===== config.mk =====
export PLATFORM = sky130hd
export DESIGN_NAME = terminal_word_wrap_cell_emitter_top
export DESIGN_NICKNAME = d
export VERILOG_FILES = /design/src/twwc_pkg.sv /design/src/twwc_front.sv /design/src/twwc_back.sv /design/src/terminal_word_wrap_cell_emitter_top.sv
export SDC_FILE = /design/constraint.sdc
export NUM_CORES = 2
export LEC_CHECK = 0
export BUFFER_PORTS_ARGS = -buffer_cell sky130_fd_sc_hd__clkbuf_2
export CAP_MARGIN = 20
export CORE_MARGIN = 4
export CORE_UTILIZATION = 60
export CTS_CLUSTER_DIAMETER = 150
export CTS_CLUSTER_SIZE = 30
export DETAILED_ROUTE_END_ITERATION = 16
export PLACE_DENSITY = 0.83
export SLEW_MARGIN = 10
export SYNTH_ARGS = -nofsm -noshare
export SYNTH_HDL_FRONTEND = slang
export SYNTH_SLANG_ARGS = --single-unit

===== constraint.sdc =====
create_clock -name clk -period 11.5 [get_ports clk]
set_input_delay 0 -clock clk [delete_from_list [all_inputs] [get_ports clk]]
set_output_delay 0 -clock clk [all_outputs]
set_load 0.02 [all_outputs]

===== src/twwc_pkg.sv =====
// ----------------------------------------------------------------------------
// twwc_pkg
// shared types, codes and constants of the word wrap cell emitter
// ----------------------------------------------------------------------------
package twwc_pkg;

  localparam int BUF_DEPTH_DEF = 16;
  localparam int TAB_STOP_DEF  = 8;

  localparam logic [20:0] CH_NL     = 21'd10;
  localparam logic [20:0] CH_TAB    = 21'd9;
  localparam logic [20:0] CH_HYPHEN = 21'd45;
  localparam logic [20:0] CH_SPACE  = 21'd32;

  localparam logic [9:0] COL_MAX = 10'd1023;

  // cell kinds; the marker kind appears on the output channel only
  localparam logic [2:0] K_ORD   = 3'd0;
  localparam logic [2:0] K_NL    = 3'd1;
  localparam logic [2:0] K_BLANK = 3'd2;
  localparam logic [2:0] K_END   = 3'd3;
  localparam logic [2:0] K_MARK  = 3'd4;

  // configuration register indexes
  localparam logic [0:0] REG_LINE_WIDTH = 1'd0;
  localparam logic [0:0] REG_INTERVAL   = 1'd1;

  typedef struct packed {
    logic [20:0] code;
    logic [1:0]  width;
    logic [7:0]  color;
    logic [31:0] link;
  } slot_t;

  // one classified transaction between front and back
  typedef struct packed {
    logic        is_end;
    logic [1:0]  kind;
    logic [20:0] code;
    logic [1:0]  width;
    logic [7:0]  color;
    logic [31:0] link;
    logic [31:0] pos;
  } entry_t;

  typedef struct packed {
    logic [4:0] fill;
    logic       busy;
  } status_t;

  typedef enum logic [3:0] {
    S_IDLE, S_CHECK, S_MARK, S_ROUTE, S_BLANK, S_TOP, S_LOOK,
    S_DECIDE, S_BRK, S_CELL, S_POST, S_FINAL, S_ENDC
  } state_t;

  function automatic logic is_ws(input logic [20:0] c);
    return (c == CH_SPACE) || (c == CH_TAB) || (c == CH_NL);
  endfunction

endpackage


===== src/twwc_front.sv =====
// ----------------------------------------------------------------------------
// twwc_front
// accepts input cells, classifies them and queues them for the back part
// ----------------------------------------------------------------------------
module twwc_front (
  input  logic                clk,
  input  logic                rst,
  input  logic                in_valid,
  output logic                in_stall,
  input  logic [1:0]          cell_kind,
  input  logic [20:0]         code_point,
  input  logic [1:0]          cell_width,
  input  logic [7:0]          cell_color,
  input  logic [31:0]         cell_link,
  input  logic [31:0]         doc_position,
  output logic                q_valid,
  output twwc_pkg::entry_t    q_data,
  input  logic                q_pop
);

  twwc_pkg::entry_t slot0, slot1, cls;
  logic [1:0] count;
  logic push;

  // end cells keep their fields; code ten on other cells makes a bare newline
  always_comb begin
    cls.is_end = (cell_kind == twwc_pkg::K_END[1:0]);
    cls.kind   = cell_kind;
    cls.code   = code_point;
    cls.width  = cell_width;
    cls.color  = cell_color;
    cls.link   = cell_link;
    cls.pos    = doc_position;
    if (cls.is_end) begin
      cls.kind = twwc_pkg::K_NL[1:0];
    end else if (code_point == twwc_pkg::CH_NL) begin
      cls.kind  = twwc_pkg::K_NL[1:0];
      cls.code  = '0;
      cls.width = '0;
      cls.color = '0;
      cls.link  = '0;
    end
  end

  assign in_stall = (count == 2'd2);
  assign push     = in_valid && !in_stall;
  assign q_valid  = (count != 2'd0);
  assign q_data   = slot0;

  always_ff @(posedge clk) begin
    if (rst) begin
      count <= 2'd0;
    end else begin
      count <= count + {1'b0, push} - {1'b0, q_pop};
    end
  end

  always_ff @(posedge clk) begin
    if (q_pop) begin
      slot0 <= slot1;
      if (push && count == 2'd1) slot0 <= cls;
      if (push && count == 2'd2) slot1 <= cls;
    end else if (push) begin
      if (count == 2'd0) slot0 <= cls;
      else slot1 <= cls;
    end
  end

endmodule


===== src/twwc_back.sv =====
// ----------------------------------------------------------------------------
// twwc_back
// buffers cells, runs the wrapping flush and drives the output register
// ----------------------------------------------------------------------------
module twwc_back #(
  parameter int BUF_DEPTH = twwc_pkg::BUF_DEPTH_DEF,
  parameter int TAB_STOP  = twwc_pkg::TAB_STOP_DEF
) (
  input  logic              clk,
  input  logic              rst,
  input  logic              q_valid,
  input  twwc_pkg::entry_t  q_data,
  output logic              q_pop,
  input  logic [9:0]        line_width,
  input  logic [15:0]       reset_interval,
  output logic              out_valid,
  input  logic              out_stall,
  output logic [2:0]        out_kind,
  output logic [31:0]       out_code,
  output logic [3:0]        out_width,
  output logic [7:0]        out_color,
  output logic [31:0]       out_link,
  output logic              out_last,
  output twwc_pkg::status_t status
);

  localparam int AW = (BUF_DEPTH > 1) ? $clog2(BUF_DEPTH) : 1;
  localparam int IW = 5;
  localparam logic [IW-1:0] DEPTH_C = IW'(BUF_DEPTH);
  localparam logic [3:0] TS_C = 4'(TAB_STOP);
  localparam logic [3:0] SAT_MOD = 4'(1023 % TAB_STOP);

  twwc_pkg::state_t state, state_next;
  twwc_pkg::slot_t  buf_q [BUF_DEPTH];
  twwc_pkg::slot_t  rd;
  twwc_pkg::entry_t ent;

  logic [IW-1:0] fill, i, j, nxt, rd_addr;
  logic [9:0]  column;
  logic [3:0]  colm, xm;
  logic [11:0] x;
  logic [7:0]  s;
  logic [31:0] sent, sar;
  logic        skip;

  logic        can_emit, emit, store_case, mark_due, brk, rd_tab;
  logic [2:0]  e_kind;
  logic [31:0] e_code, e_link;
  logic [3:0]  e_width, cell_w;
  logic [7:0]  e_color;
  logic        e_last;
  logic [11:0] x_cell, x_fin;

  // running column modulo the tab stop, for widths of at most a few columns
  function automatic logic [3:0] mod_add(input logic [3:0] m, input logic [3:0] w);
    logic [4:0] t;
    t = {1'b0, m} + {1'b0, w};
    for (int k = 0; k < 4; k++) begin
      if (t >= {1'b0, TS_C}) t = t - {1'b0, TS_C};
    end
    return t[3:0];
  endfunction

  assign can_emit   = !out_valid || !out_stall;
  assign store_case = !ent.is_end && ent.kind == twwc_pkg::K_ORD[1:0] && fill < DEPTH_C;
  assign mark_due   = (sent != 32'd0) && ((sent - sar) >= {16'd0, reset_interval});
  assign rd_addr    = (state == twwc_pkg::S_CELL) ? i : j;
  assign rd         = buf_q[rd_addr[AW-1:0]];
  assign rd_tab     = (rd.code == twwc_pkg::CH_TAB);
  assign brk        = ({2'd0, s} <= {2'd0, line_width}) &&
                      ((x + {4'd0, s}) >= {2'd0, line_width});
  assign cell_w     = rd_tab ? (TS_C - xm) : {2'd0, rd.width};
  assign x_cell     = x + {8'd0, cell_w};
  assign x_fin      = (ent.kind == twwc_pkg::K_NL[1:0]) ? 12'd0 :
                      (ent.is_end ? x : x + {10'd0, ent.width});
  assign q_pop      = (state == twwc_pkg::S_IDLE) && q_valid;
  assign status.fill = fill;
  assign status.busy = (state != twwc_pkg::S_IDLE);

  always_comb begin
    state_next = state;
    case (state)
      twwc_pkg::S_IDLE:   if (q_valid) state_next = twwc_pkg::S_CHECK;
      twwc_pkg::S_CHECK:  state_next = mark_due ? twwc_pkg::S_MARK : twwc_pkg::S_ROUTE;
      twwc_pkg::S_MARK:   if (can_emit) state_next = twwc_pkg::S_ROUTE;
      twwc_pkg::S_ROUTE: begin
        if (!ent.is_end && ent.kind == twwc_pkg::K_BLANK[1:0]) state_next = twwc_pkg::S_BLANK;
        else if (store_case) state_next = twwc_pkg::S_IDLE;
        else state_next = twwc_pkg::S_TOP;
      end
      twwc_pkg::S_BLANK:  if (can_emit) state_next = twwc_pkg::S_IDLE;
      twwc_pkg::S_TOP: begin
        if (i >= fill) state_next = twwc_pkg::S_FINAL;
        else if (i >= nxt) state_next = twwc_pkg::S_LOOK;
        else state_next = twwc_pkg::S_CELL;
      end
      twwc_pkg::S_LOOK: begin
        if (j >= fill || rd.code == twwc_pkg::CH_HYPHEN || twwc_pkg::is_ws(rd.code)) begin
          state_next = twwc_pkg::S_DECIDE;
        end
      end
      twwc_pkg::S_DECIDE: state_next = brk ? twwc_pkg::S_BRK : twwc_pkg::S_CELL;
      twwc_pkg::S_BRK:    if (can_emit) state_next = skip ? twwc_pkg::S_TOP : twwc_pkg::S_CELL;
      twwc_pkg::S_CELL: begin
        if (can_emit) begin
          state_next = (x_cell >= {2'd0, line_width}) ? twwc_pkg::S_POST : twwc_pkg::S_TOP;
        end
      end
      twwc_pkg::S_POST:   if (can_emit) state_next = twwc_pkg::S_TOP;
      twwc_pkg::S_FINAL: begin
        if (can_emit) state_next = ent.is_end ? twwc_pkg::S_ENDC : twwc_pkg::S_IDLE;
      end
      twwc_pkg::S_ENDC:   if (can_emit) state_next = twwc_pkg::S_IDLE;
      default:            state_next = twwc_pkg::S_IDLE;
    endcase
  end

  always_comb begin
    emit    = 1'b0;
    e_kind  = twwc_pkg::K_NL;
    e_code  = '0;
    e_width = '0;
    e_color = '0;
    e_link  = '0;
    e_last  = 1'b0;
    case (state)
      twwc_pkg::S_MARK: begin
        emit   = can_emit;
        e_kind = twwc_pkg::K_MARK;
        e_code = ent.is_end ? {27'd0, fill} : ent.pos;
        e_link = sent;
        e_last = store_case;
      end
      twwc_pkg::S_BLANK: begin
        emit    = can_emit;
        e_kind  = twwc_pkg::K_BLANK;
        e_code  = {11'd0, ent.code};
        e_width = {2'd0, ent.width};
        e_color = ent.color;
        e_link  = ent.link;
        e_last  = 1'b1;
      end
      twwc_pkg::S_BRK, twwc_pkg::S_POST: begin
        emit = can_emit;
      end
      twwc_pkg::S_CELL: begin
        emit    = can_emit;
        e_kind  = twwc_pkg::K_ORD;
        e_code  = rd_tab ? {11'd0, twwc_pkg::CH_SPACE} : {11'd0, rd.code};
        e_width = cell_w;
        e_color = rd.color;
        e_link  = rd.link;
      end
      twwc_pkg::S_FINAL: begin
        emit   = can_emit;
        e_kind = {1'b0, ent.kind};
        e_last = !ent.is_end;
        if (!ent.is_end) begin
          e_code  = {11'd0, ent.code};
          e_width = {2'd0, ent.width};
          e_color = ent.color;
          e_link  = ent.link;
        end
      end
      twwc_pkg::S_ENDC: begin
        emit    = can_emit;
        e_kind  = twwc_pkg::K_END;
        e_code  = {11'd0, ent.code};
        e_width = {2'd0, ent.width};
        e_color = ent.color;
        e_link  = ent.link;
        e_last  = 1'b1;
      end
      default: emit = 1'b0;
    endcase
  end

  always_ff @(posedge clk) begin
    if (rst) begin
      state     <= twwc_pkg::S_IDLE;
      fill      <= '0;
      column    <= '0;
      colm      <= '0;
      sent      <= '0;
      sar       <= '0;
      out_valid <= 1'b0;
    end else begin
      state <= state_next;
      if (emit) out_valid <= 1'b1;
      else if (!out_stall) out_valid <= 1'b0;
      if (emit && state != twwc_pkg::S_ENDC) sent <= sent + 32'd1;
      if (state == twwc_pkg::S_MARK && can_emit) sar <= sent + 32'd1;
      if (state == twwc_pkg::S_ROUTE && store_case && state_next == twwc_pkg::S_IDLE) begin
        fill <= fill + 1'b1;
      end
      if (state == twwc_pkg::S_FINAL && can_emit) begin
        fill <= '0;
        if (ent.kind == twwc_pkg::K_NL[1:0]) begin
          column <= '0;
          colm   <= '0;
        end else if (x_fin > {2'd0, twwc_pkg::COL_MAX}) begin
          column <= twwc_pkg::COL_MAX;
          colm   <= SAT_MOD;
        end else begin
          column <= x_fin[9:0];
          colm   <= mod_add(xm, {2'd0, ent.width});
        end
      end
    end
  end

  // flush walk, buffer and output payload
  always_ff @(posedge clk) begin
    if (q_pop) ent <= q_data;
    if (state == twwc_pkg::S_ROUTE) begin
      if (store_case) begin
        buf_q[fill[AW-1:0]] <= '{code: ent.code, width: ent.width,
                                 color: ent.color, link: ent.link};
      end
      i   <= '0;
      nxt <= '0;
      x   <= {2'd0, column};
      xm  <= colm;
    end
    if (state == twwc_pkg::S_TOP) begin
      j <= i + 1'b1;
      s <= '0;
    end
    if (state == twwc_pkg::S_LOOK && j < fill) begin
      if (!twwc_pkg::is_ws(rd.code)) j <= j + 1'b1;
      s <= s + {6'd0, rd.width};
    end
    if (state == twwc_pkg::S_DECIDE) begin
      skip <= (j < fill) && twwc_pkg::is_ws(rd.code);
      if (!brk) nxt <= j;
    end
    if (state == twwc_pkg::S_BRK && can_emit) begin
      x   <= '0;
      xm  <= '0;
      nxt <= skip ? i : j;
      if (skip) i <= i + 1'b1;
    end
    if (state == twwc_pkg::S_CELL && can_emit) begin
      i  <= i + 1'b1;
      x  <= x_cell;
      xm <= rd_tab ? 4'd0 : mod_add(xm, cell_w);
    end
    if (state == twwc_pkg::S_POST && can_emit) begin
      x  <= '0;
      xm <= '0;
    end
    if (emit) begin
      out_kind  <= e_kind;
      out_code  <= e_code;
      out_width <= e_width;
      out_color <= e_color;
      out_link  <= e_link;
      out_last  <= e_last;
    end
  end

endmodule


===== src/terminal_word_wrap_cell_emitter_top.sv =====
// ----------------------------------------------------------------------------
// terminal_word_wrap_cell_emitter_top
// word wrapping terminal cell emitter with tab expansion and reset markers
// ----------------------------------------------------------------------------
//  channel  direction  handshake               payload
//  input    in         in_valid / in_stall     cell_kind .. doc_position
//  output   out        out_valid / out_stall   out_kind .. out_last
//  config   in         cfg_we                  cfg_index, cfg_data
//
//  a buffered ordinary cell holds the back part through pop, marker check and
//  route, plus a marker state when a reset marker goes out first
//  a flush runs a walk step and an emit per buffered cell, a look-ahead step
//  per slot, a decide per word and a break state per line break, then the
//  closing cell (an end cell adds an end state); every emit waits out out_stall
//  reset clears the fill count, column and counters; the buffer is not cleared
//  a two-entry queue keeps accepting until full while the back part waits on out_stall
// ----------------------------------------------------------------------------
module terminal_word_wrap_cell_emitter_top #(
  parameter int BUF_DEPTH = twwc_pkg::BUF_DEPTH_DEF,
  parameter int TAB_STOP  = twwc_pkg::TAB_STOP_DEF
) (
  input  logic        clk,
  input  logic        rst,
  input  logic        in_valid,
  output logic        in_stall,
  input  logic [1:0]  cell_kind,
  input  logic [20:0] code_point,
  input  logic [1:0]  cell_width,
  input  logic [7:0]  cell_color,
  input  logic [31:0] cell_link,
  input  logic [31:0] doc_position,
  output logic        out_valid,
  input  logic        out_stall,
  output logic [2:0]  out_kind,
  output logic [31:0] out_code,
  output logic [3:0]  out_width,
  output logic [7:0]  out_color,
  output logic [31:0] out_link,
  output logic        out_last,
  input  logic        cfg_we,
  input  logic [0:0]  cfg_index,
  input  logic [15:0] cfg_data
);

  logic [9:0]  line_width;
  logic [15:0] reset_interval;
  logic        q_valid, q_pop;
  twwc_pkg::entry_t  q_data;
  twwc_pkg::status_t status;

  // configuration registers; written only while idle by the user, the block itself does not enforce it
  always_ff @(posedge clk) begin
    if (rst) begin
      line_width     <= 10'd80;
      reset_interval <= 16'd512;
    end else if (cfg_we) begin
      case (cfg_index)
        twwc_pkg::REG_LINE_WIDTH: line_width     <= cfg_data[9:0];
        twwc_pkg::REG_INTERVAL:   reset_interval <= cfg_data;
        default: ;
      endcase
    end
  end

  // front: accept and classify each transaction
  twwc_front u_front (
    .clk, .rst, .in_valid, .in_stall, .cell_kind, .code_point, .cell_width,
    .cell_color, .cell_link, .doc_position, .q_valid, .q_data, .q_pop
  );

  // back: buffering, flush walk and output register
  twwc_back #(.BUF_DEPTH(BUF_DEPTH), .TAB_STOP(TAB_STOP)) u_back (
    .clk, .rst, .q_valid, .q_data, .q_pop, .line_width, .reset_interval,
    .out_valid, .out_stall, .out_kind, .out_code, .out_width, .out_color,
    .out_link, .out_last, .status
  );

  // end cells always close the results of their transaction
  a_end_last: assert property (@(posedge clk) disable iff (rst)
    out_valid && out_kind == twwc_pkg::K_END |-> out_last)
    else $error("end cell without last flag");

  a_mark_zero: assert property (@(posedge clk) disable iff (rst)
    out_valid && out_kind == twwc_pkg::K_MARK |-> out_width == 4'd0 && out_color == 8'd0)
    else $error("reset marker with nonzero width or color");

  a_fill_range: assert property (@(posedge clk) disable iff (rst)
    status.fill <= 5'(BUF_DEPTH))
    else $error("buffer fill beyond depth");

  a_idle_queue: assert property (@(posedge clk) disable iff (rst)
    q_pop |=> status.busy)
    else $error("popped transaction not taken by back part");

endmodule


# ---- Yosys cells after proc, flatten, opt, wreduce, memory -nomap -nowiden
# Memory sizes are Yosys's and may differ from the RTL's.
# Index checks and enable logic that the tools add are counted.
dict set report word_totals {
  inputBits 119
  output_inout_bits 82
  reg_bits 530
  memories 1
  mem_bits_rw 1008
}
dict set report classes {
  n_addsub 22
  reduce_logical 45
  eq_ne 26
  order_cmp 18
  mux 99
  n_bitwise 1
}
# memory depth word_bits read_ports rd_ports_with_merged_regs wr line
set mem_list {}
lappend mem_list {u_back.buf_q 16 63 1 0 1 twwc_back.sv:34} ;# twwc_pkg::slot_t buf_q [BUF_DEPTH];
# operator count
set ops {}
lappend ops {{two-way mux 98 bit} 8}
lappend ops {{case mux 32 bit (4 select lines)} 2}
lappend ops {{two-way mux 5 bit} 33}
lappend ops {{two-way mux 4 bit} 24}
lappend ops {{two-way mux 65 bit} 1}
lappend ops {{two-way mux 32 bit} 2}
lappend ops {{equality test 21 x 4 -> 1 bit, second input constant} 3}
lappend ops {{two-way mux 63 bit} 1}
lappend ops {{two-way mux 12 bit} 5}
lappend ops {{case mux 4 bit (12 select lines)} 1}
lappend ops {{equality test 21 x 6 -> 1 bit, second input constant} 2}
lappend ops {{two-way mux 21 bit} 2}
lappend ops {{>= comparator 5 x 4 -> 1 bit, second input constant} 8}
lappend ops {{adder 32 x 1 -> 32 bit, second input constant} 1}
lappend ops {{>= comparator 32 x 16 -> 1 bit} 1}
lappend ops {{nonzero test 32 bit} 1}
lappend ops {{subtractor 32 bit} 1}
lappend ops {{subtractor 5 x 4 -> 5 bit, second input constant} 6}
lappend ops {{>= comparator 12 x 10 -> 1 bit} 2}
lappend ops {{two-way mux 8 bit} 3}
lappend ops {{case mux 8 bit (3 select lines)} 1}
lappend ops {{equality test 4 bit, second input constant} 5}
lappend ops {{two-way mux 10 bit} 2}
lappend ops {{logical AND 1 bit} 19}
lappend ops {{other kinds (41)} 77}

# ---- Logic depth before layout (Yosys ltp)
dict set report depth {
  word_depth 24
  ltp_mapped 38
  mapped_depth_nobuf 31
}

# ---- By module
# Synthesis repeated with hierarchy kept, for this count alone.
dict set report hier_totals {
  cells_unflattened 5277
  hier_area_um2 65763.1
}
# mod cells_each area_each_um2 n_inst
set modules_own_cells {}
lappend modules_own_cells {twwc_back 4554 56870.8 1}
lappend modules_own_cells {twwc_front 614 7786.2 1}
lappend modules_own_cells {terminal_word_wrap_cell_emitter_top 109 1106.1 1}

# ---- Least setup slack after synthesis
# No wires, ideal clock.
dict set report synth_timing {
  path_kind {register to register}
  start {register u_back.state[0]}
  end {register u_front.slot0, in the netlist u_front.q_data[0], enable pin}
  period_less_slack_ps 7618
  stages_incl_launch_ff 6
  slack_ps 3882
  t_arrival_ps 7163
  path_buffers 1
  cell_sequence {dfxtp_1 clkbuf_1 nor2_1 nand2_1 nor2_1 a21o_1}
}
dict set report synth_via {
  elab_chain_len 4
  word_cells_on_any_way 5
}
# item line
set synth_lines {}
lappend synth_lines {{from (decl)} twwc_back.sv:33} ;# twwc_pkg::state_t state, state_next;
lappend synth_lines {{from (signal assigned)} twwc_back.sv:180} ;# state <= twwc_pkg::S_IDLE;
lappend synth_lines {{from (signal assigned)} twwc_back.sv:188} ;# state <= state_next;
lappend synth_lines {{zero test 4 bit *} twwc_back.sv:76} ;# assign q_pop = (state == twwc_pkg::S_IDLE) && q_valid;
lappend synth_lines {{logical AND 1 bit *} twwc_back.sv:76}
lappend synth_lines {{named net q_pop} terminal_word_wrap_cell_emitter_top.sv:47} ;# logic q_valid, q_pop;
lappend synth_lines {{nonzero test 2 bit (no source line)} n/a}
lappend synth_lines {{AND reduction 2 bit (no source line) *} n/a}
lappend synth_lines {{to (signal assigned)} twwc_front.sv:60} ;# slot0 <= slot1;
lappend synth_lines {{to (signal assigned)} twwc_front.sv:61} ;# if (push && count == 2'd1) slot0 <= cls;
lappend synth_lines {{to (signal assigned)} twwc_front.sv:64} ;# if (count == 2'd0) slot0 <= cls;
lappend synth_lines {{to (decl)} twwc_front.sv:21} ;# twwc_pkg::entry_t slot0, slot1, cls;
# The timed path passes the listed nets; every way through them passes the cells marked *.
# A chain may end at the register's enable or synchronous reset.

# ---- Worst setup path after layout
dict set report layout_timing {
  start {register u_back.state[1]}
  end {register u_back.state[3]}
}
dict set report layout_via {
  elab_chain_len 10
  word_cells_on_any_way 31
}
# item line
set layout_lines {}
lappend layout_lines {{equality test 4 bit} {twwc_back.sv:67, twwc_back.sv:82}}
lappend layout_lines {{two-way mux 4 bit} twwc_back.sv:67} ;# assign rd_addr = (state == twwc_pkg::S_CELL) ? i : j;
lappend layout_lines {{memory (16 x 63 bit)} n/a}
lappend layout_lines {{equality test 21 x 4 -> 1 bit} {twwc_pkg.sv:57, twwc_back.sv:69}}
lappend layout_lines {{two-way mux 4 bit} twwc_back.sv:72} ;# assign cell_w = rd_tab ? (TS_C - xm) : {2'd0, rd.width};
lappend layout_lines {{adder 12 x 4 -> 12 bit} twwc_back.sv:73} ;# assign x_cell = x + {8'd0, cell_w};
lappend layout_lines {{>= comparator 12 x 10 -> 1 bit} twwc_back.sv:106} ;# state_next = (x_cell >= {2'd0, line_width}) ? twwc_pkg::S_POST : twwc_pkg::S_TOP;
lappend layout_lines {{two-way mux 4 bit} twwc_back.sv:106}
lappend layout_lines {{two-way mux 4 bit} twwc_back.sv:105} ;# if (can_emit) begin
lappend layout_lines {{case mux 4 bit (12 select lines) *} twwc_back.sv:82} ;# case (state)
# Mark *: on every way between the ends. The rest lies on a longest branch, timed or not.

==> insert_results.sql <==
INSERT INTO impl_metrics (metric_group, metric, value, unit) VALUES
('floorplan', 'initial_utilization', '0.608', ''),
('placement', 'place_hpwl', '99200', 'um'),
('layout', 'area_growth_syn_to_layout', '8.59', '%'),
('clock_network', 'clkTransAtPathRegs', '120', 'ps'),
('clock_network', 'tritoncts.num_buffers', '57', ''),
('routing', 'drt_wl_total', '172000', 'um'),
('clock_network', 'worst_skew_pair.late_latency', '750', 'ps'),
('placement', 'port_buffers', '200', ''),
('worst_setup_path', 'worst_path_most_repeated_cell', 'sky130_fd_sc_hd__nand2_1', ''),
('power_and_ir_drop', 'total_power', '15.2', 'mW'),
('yosys', 'syn-mean-instance-area', '12.4', 'um^2'),
('sta', 'final_cycle_utilization_of_the_critical_path', '0.832', ''),
('yosys', 'syn_nets', '5558', ''),
('routing', 'met2RoutedLength', '80700', 'um'),
('hold_path', 'hp-class', 'primary input to register', ''),
('global_route', 'grtUsageTotal', '0.291', ''),
('floorplan', 'die_w', '338', 'um'),
('yosys', 'synthesis.area', '65500', 'um^2'),
('floorplan', 'placeableCoreArea', '108000', 'um^2'),
('yosys', 'yosys_register_bits', '1538', ''),
('global_route', 'grt_overflow', '0', ''),
('routing', 'm1WireLength', '63700', 'um'),
('sta', 'finalWorstPathRequiredPeriod', '9560', 'ps'),
('global_route', 'grt_antenna_before_repair', '5', ''),
('sta', 'finalClockSkew', '71.6', 'ps'),
('placement', 'finalWeightedCongestion', '0.917', ''),
('sta', 'max_freq', '105', 'MHz'),
('yosys', 'synthCells', '5300', ''),
('power_and_ir_drop', 'p_per_area', '213', 'nW/um^2'),
('routing', 'drt-pass1-iter-count', '7', ''),
('layout', 'final-seq-area', '44700', 'um^2'),
('power_and_ir_drop', 'p_leak', '25.0', 'nW'),
('clock_network', 'htreeDepth', '2', ''),
('yosys', 'ys_seq_area_frac', '0.682', ''),
('global_route', 'vias_in_the_first_global_route', '43100', ''),
('floorplan', 'dieHeight', '338', 'um'),
('job', 'maxCapViolations', '0', ''),
('yosys', 'synth_edf_count', '1391', ''),
('yosys', 'synth_cell_types', '84', ''),
('yosys', 'postSynth.asyncResetShare', '0', ''),
('yosys', 'dominantRegCellSynth', 'sky130_fd_sc_hd__edfxtp_1', ''),
('routing', 'drcViolationCount', '0', ''),
('run_status', 'run_status', 'complete, no violations', ''),
('clock_network', 'cts.sinks', '1538', ''),
('routing', 'via_per_inst', '6.42', ''),
('worst_setup_path', 'path_max_fanout', '95', ''),
('clock_network', 'cts-root-buf', 'sky130_fd_sc_hd__clkbuf_16', ''),
('yosys', 'area_share_of_the_leading_cell_type_in_the_synthesized_netlist', '0.638', ''),
('layout', 'finish.net_count', '5742', ''),
('routing', 'routed_length_on_met3', '20100', 'um'),
('routing', 'route.vias.total', '44300', ''),
('layout', 'mostFrequentLayoutCell', 'sky130_fd_sc_hd__edfxtp_1', ''),
('clock_network', 'clock_tree.buffer_depth', '3', ''),
('global_route', 'grt_first_pass_wirelength', '259000', 'um'),
('clock_network', 'postCtsSetupBuffers', '0', ''),
('worst_setup_path', 'critical_setup_path_class', 'register to register', ''),
('floorplan', 'design.portCount', '201', ''),
('sta', 'grt_setup_unrepaired', 'false', ''),
('sta', 'max_slew.worst_pin.slew', '1210', 'ps'),
('layout', 'multi_input_comb_area', '19300', 'um^2'),
('worst_setup_path', 'worstPathRequired', '12130', 'ps'),
('worst_setup_path', 'highest_delay_cell_along_the_critical_path', 'sky130_fd_sc_hd__buf_4', ''),
('clock_network', 'tritoncts', 'yes', ''),
('floorplan', 'fp.dieArea', '115000', 'um^2'),
('yosys', 'post-synth-top-area-cell', 'sky130_fd_sc_hd__edfxtp_1', ''),
('floorplan', 'core.rowCount', '120', ''),
('yosys', 'ys_top_cells_by_area', 'sky130_fd_sc_hd__edfxtp_1 (64%), sky130_fd_sc_hd__nand2_1 (6.2%), sky130_fd_sc_hd__nand3_1 (4.7%)', ''),
('routing', 'detailedRoute.firstIterationViolations', '6558', ''),
('global_route', 'grt_start_max_net_pins', '110', ''),
('layout', 'layout_common_cells', 'sky130_fd_sc_hd__edfxtp_1 (1391), sky130_fd_sc_hd__nand2_1 (1081), sky130_fd_sc_hd__nand3_1 (613), sky130_fd_sc_hd__a21oi_1 (221), sky130_fd_sc_hd__clkbuf_2 (200)', ''),
('routing', 'wl_per_cell', '24.9', 'um');
==> cell families (layout without fill, tap and decap cells) <==
group | Yosys count | after routing | synth area share
simple gates | 2197 | 2197 | 0.149
flops | 1538 | 1538 | 0.682
compound gates | 663 | 663 | 0.0644
buf+inv | 444 | 653 | 0.0266
mux | 193 | 193 | 0.0330
fa+ha+maj | 140 | 140 | 0.0275
xor+xnor | 125 | 125 | 0.0167
other cells | 0 | 1 | 0
==> through the flow <==
step,setup WS [ps],hold slack [ps],area [um^2],cells,utilization
global placement,2330,192,67800,6659,0.629
CTS,2050,2.03,71100,6909,0.659
detailed placement,2060,194,67800,6660,0.629
floorplan,3880,98.9,65500,5300,-
finish,1940,30.2,71100,6913,0.660
global route,1160,13.8,71100,6912,0.660
==> final timing paths <==
check | from | end | slack (ps) | cells after the start
worst max-delay path | u_back.state[1] | u_back.state[3] | 1940 | 31
worst max register to register | u_back.state[1] | u_back.state[3] | 1940 | 31
worst min register to register | u_front.q_data[61] | u_back.ent[61] | 420 | 0
worst min-delay path | doc_position[11] | u_front.slot1[11] | 30 | 2
==> worst max-delay path, delay by kind of cell, from the launching register on <==
family          cells  cell delay, ps
compound gates     10            2900
simple gates       12            2480
buf+inv             4            1820
fa+ha+maj           3             930
flops               1             570
mux                 1             440
xor+xnor            1             200
==> flip-flops by register name, indices dropped and copies added, names as in the netlist, 16 cells and up <==
name             count
u_front.q_data      98
u_back.out_link     32
u_front.slot1       98
reset_interval      16
u_back.ent          98
u_back.out_code     32
u_back.buf_q      1008
u_back.sar          32
u_back.sent         32
==> area by class of cell <==
class | instances | share of cell area
Tap cell | 1403 | 0.0247
Sequential cell | 1538 | 0.629
Clock buffer | 80 | 0.0216
Multi-Input combinational cell | 3318 | 0.271
Timing Repair Buffer | 442 | 0.0464
Inverter | 127 | 0.00670
Clock inverter | 4 | 0.000862
Antenna cell | 1 | 0.0000352
==> report_power, final <==
| part | switching, mW | leakage, nW | internal, mW |
|---|---|---|---|
| registers | 0.674 | 13.8 | 7.23 |
| clock network | 1.61 | 0.769 | 0.949 |
| logic | 3.05 | 10.4 | 1.65 |
| total | 5.33 | 25.0 | 9.82 |
==> synth_stat cells, types with 54 or more instances <==
library cell	number
sky130_fd_sc_hd__mux2i_1	66
sky130_fd_sc_hd__edfxtp_1	1391
sky130_fd_sc_hd__a21oi_1	221
sky130_fd_sc_hd__nand2_1	1082
sky130_fd_sc_hd__xor2_1	54
sky130_fd_sc_hd__and2_1	61
sky130_fd_sc_hd__nand3_1	613
sky130_fd_sc_hd__clkbuf_1	255
sky130_fd_sc_hd__dfxtp_1	147
sky130_fd_sc_hd__o21ai_0	125
sky130_fd_sc_hd__ha_1	132
sky130_fd_sc_hd__a22oi_1	55
sky130_fd_sc_hd__inv_1	123
sky130_fd_sc_hd__nor2_1	210
sky130_fd_sc_hd__mux2_2	119
sky130_fd_sc_hd__xnor2_1	71
==> layer usage <==
layer / vias to the layer above / global-route usage
li1: 19500 / -
met1: 21400 / 0.402
met2: 2985 / 0.466
met3: 456 / 0.0486
met4: 8 / 0.122
met5: - / 0
==> repair_timing <==
| item | CTS | global route |
|---|---|---|
| endpoints found under the setup margin | 0 | 0 |
| hold buffers | 165 | 0 |
| endpoints found under the hold margin | 265 | 0 |
(Power assumes the default switching activity.)
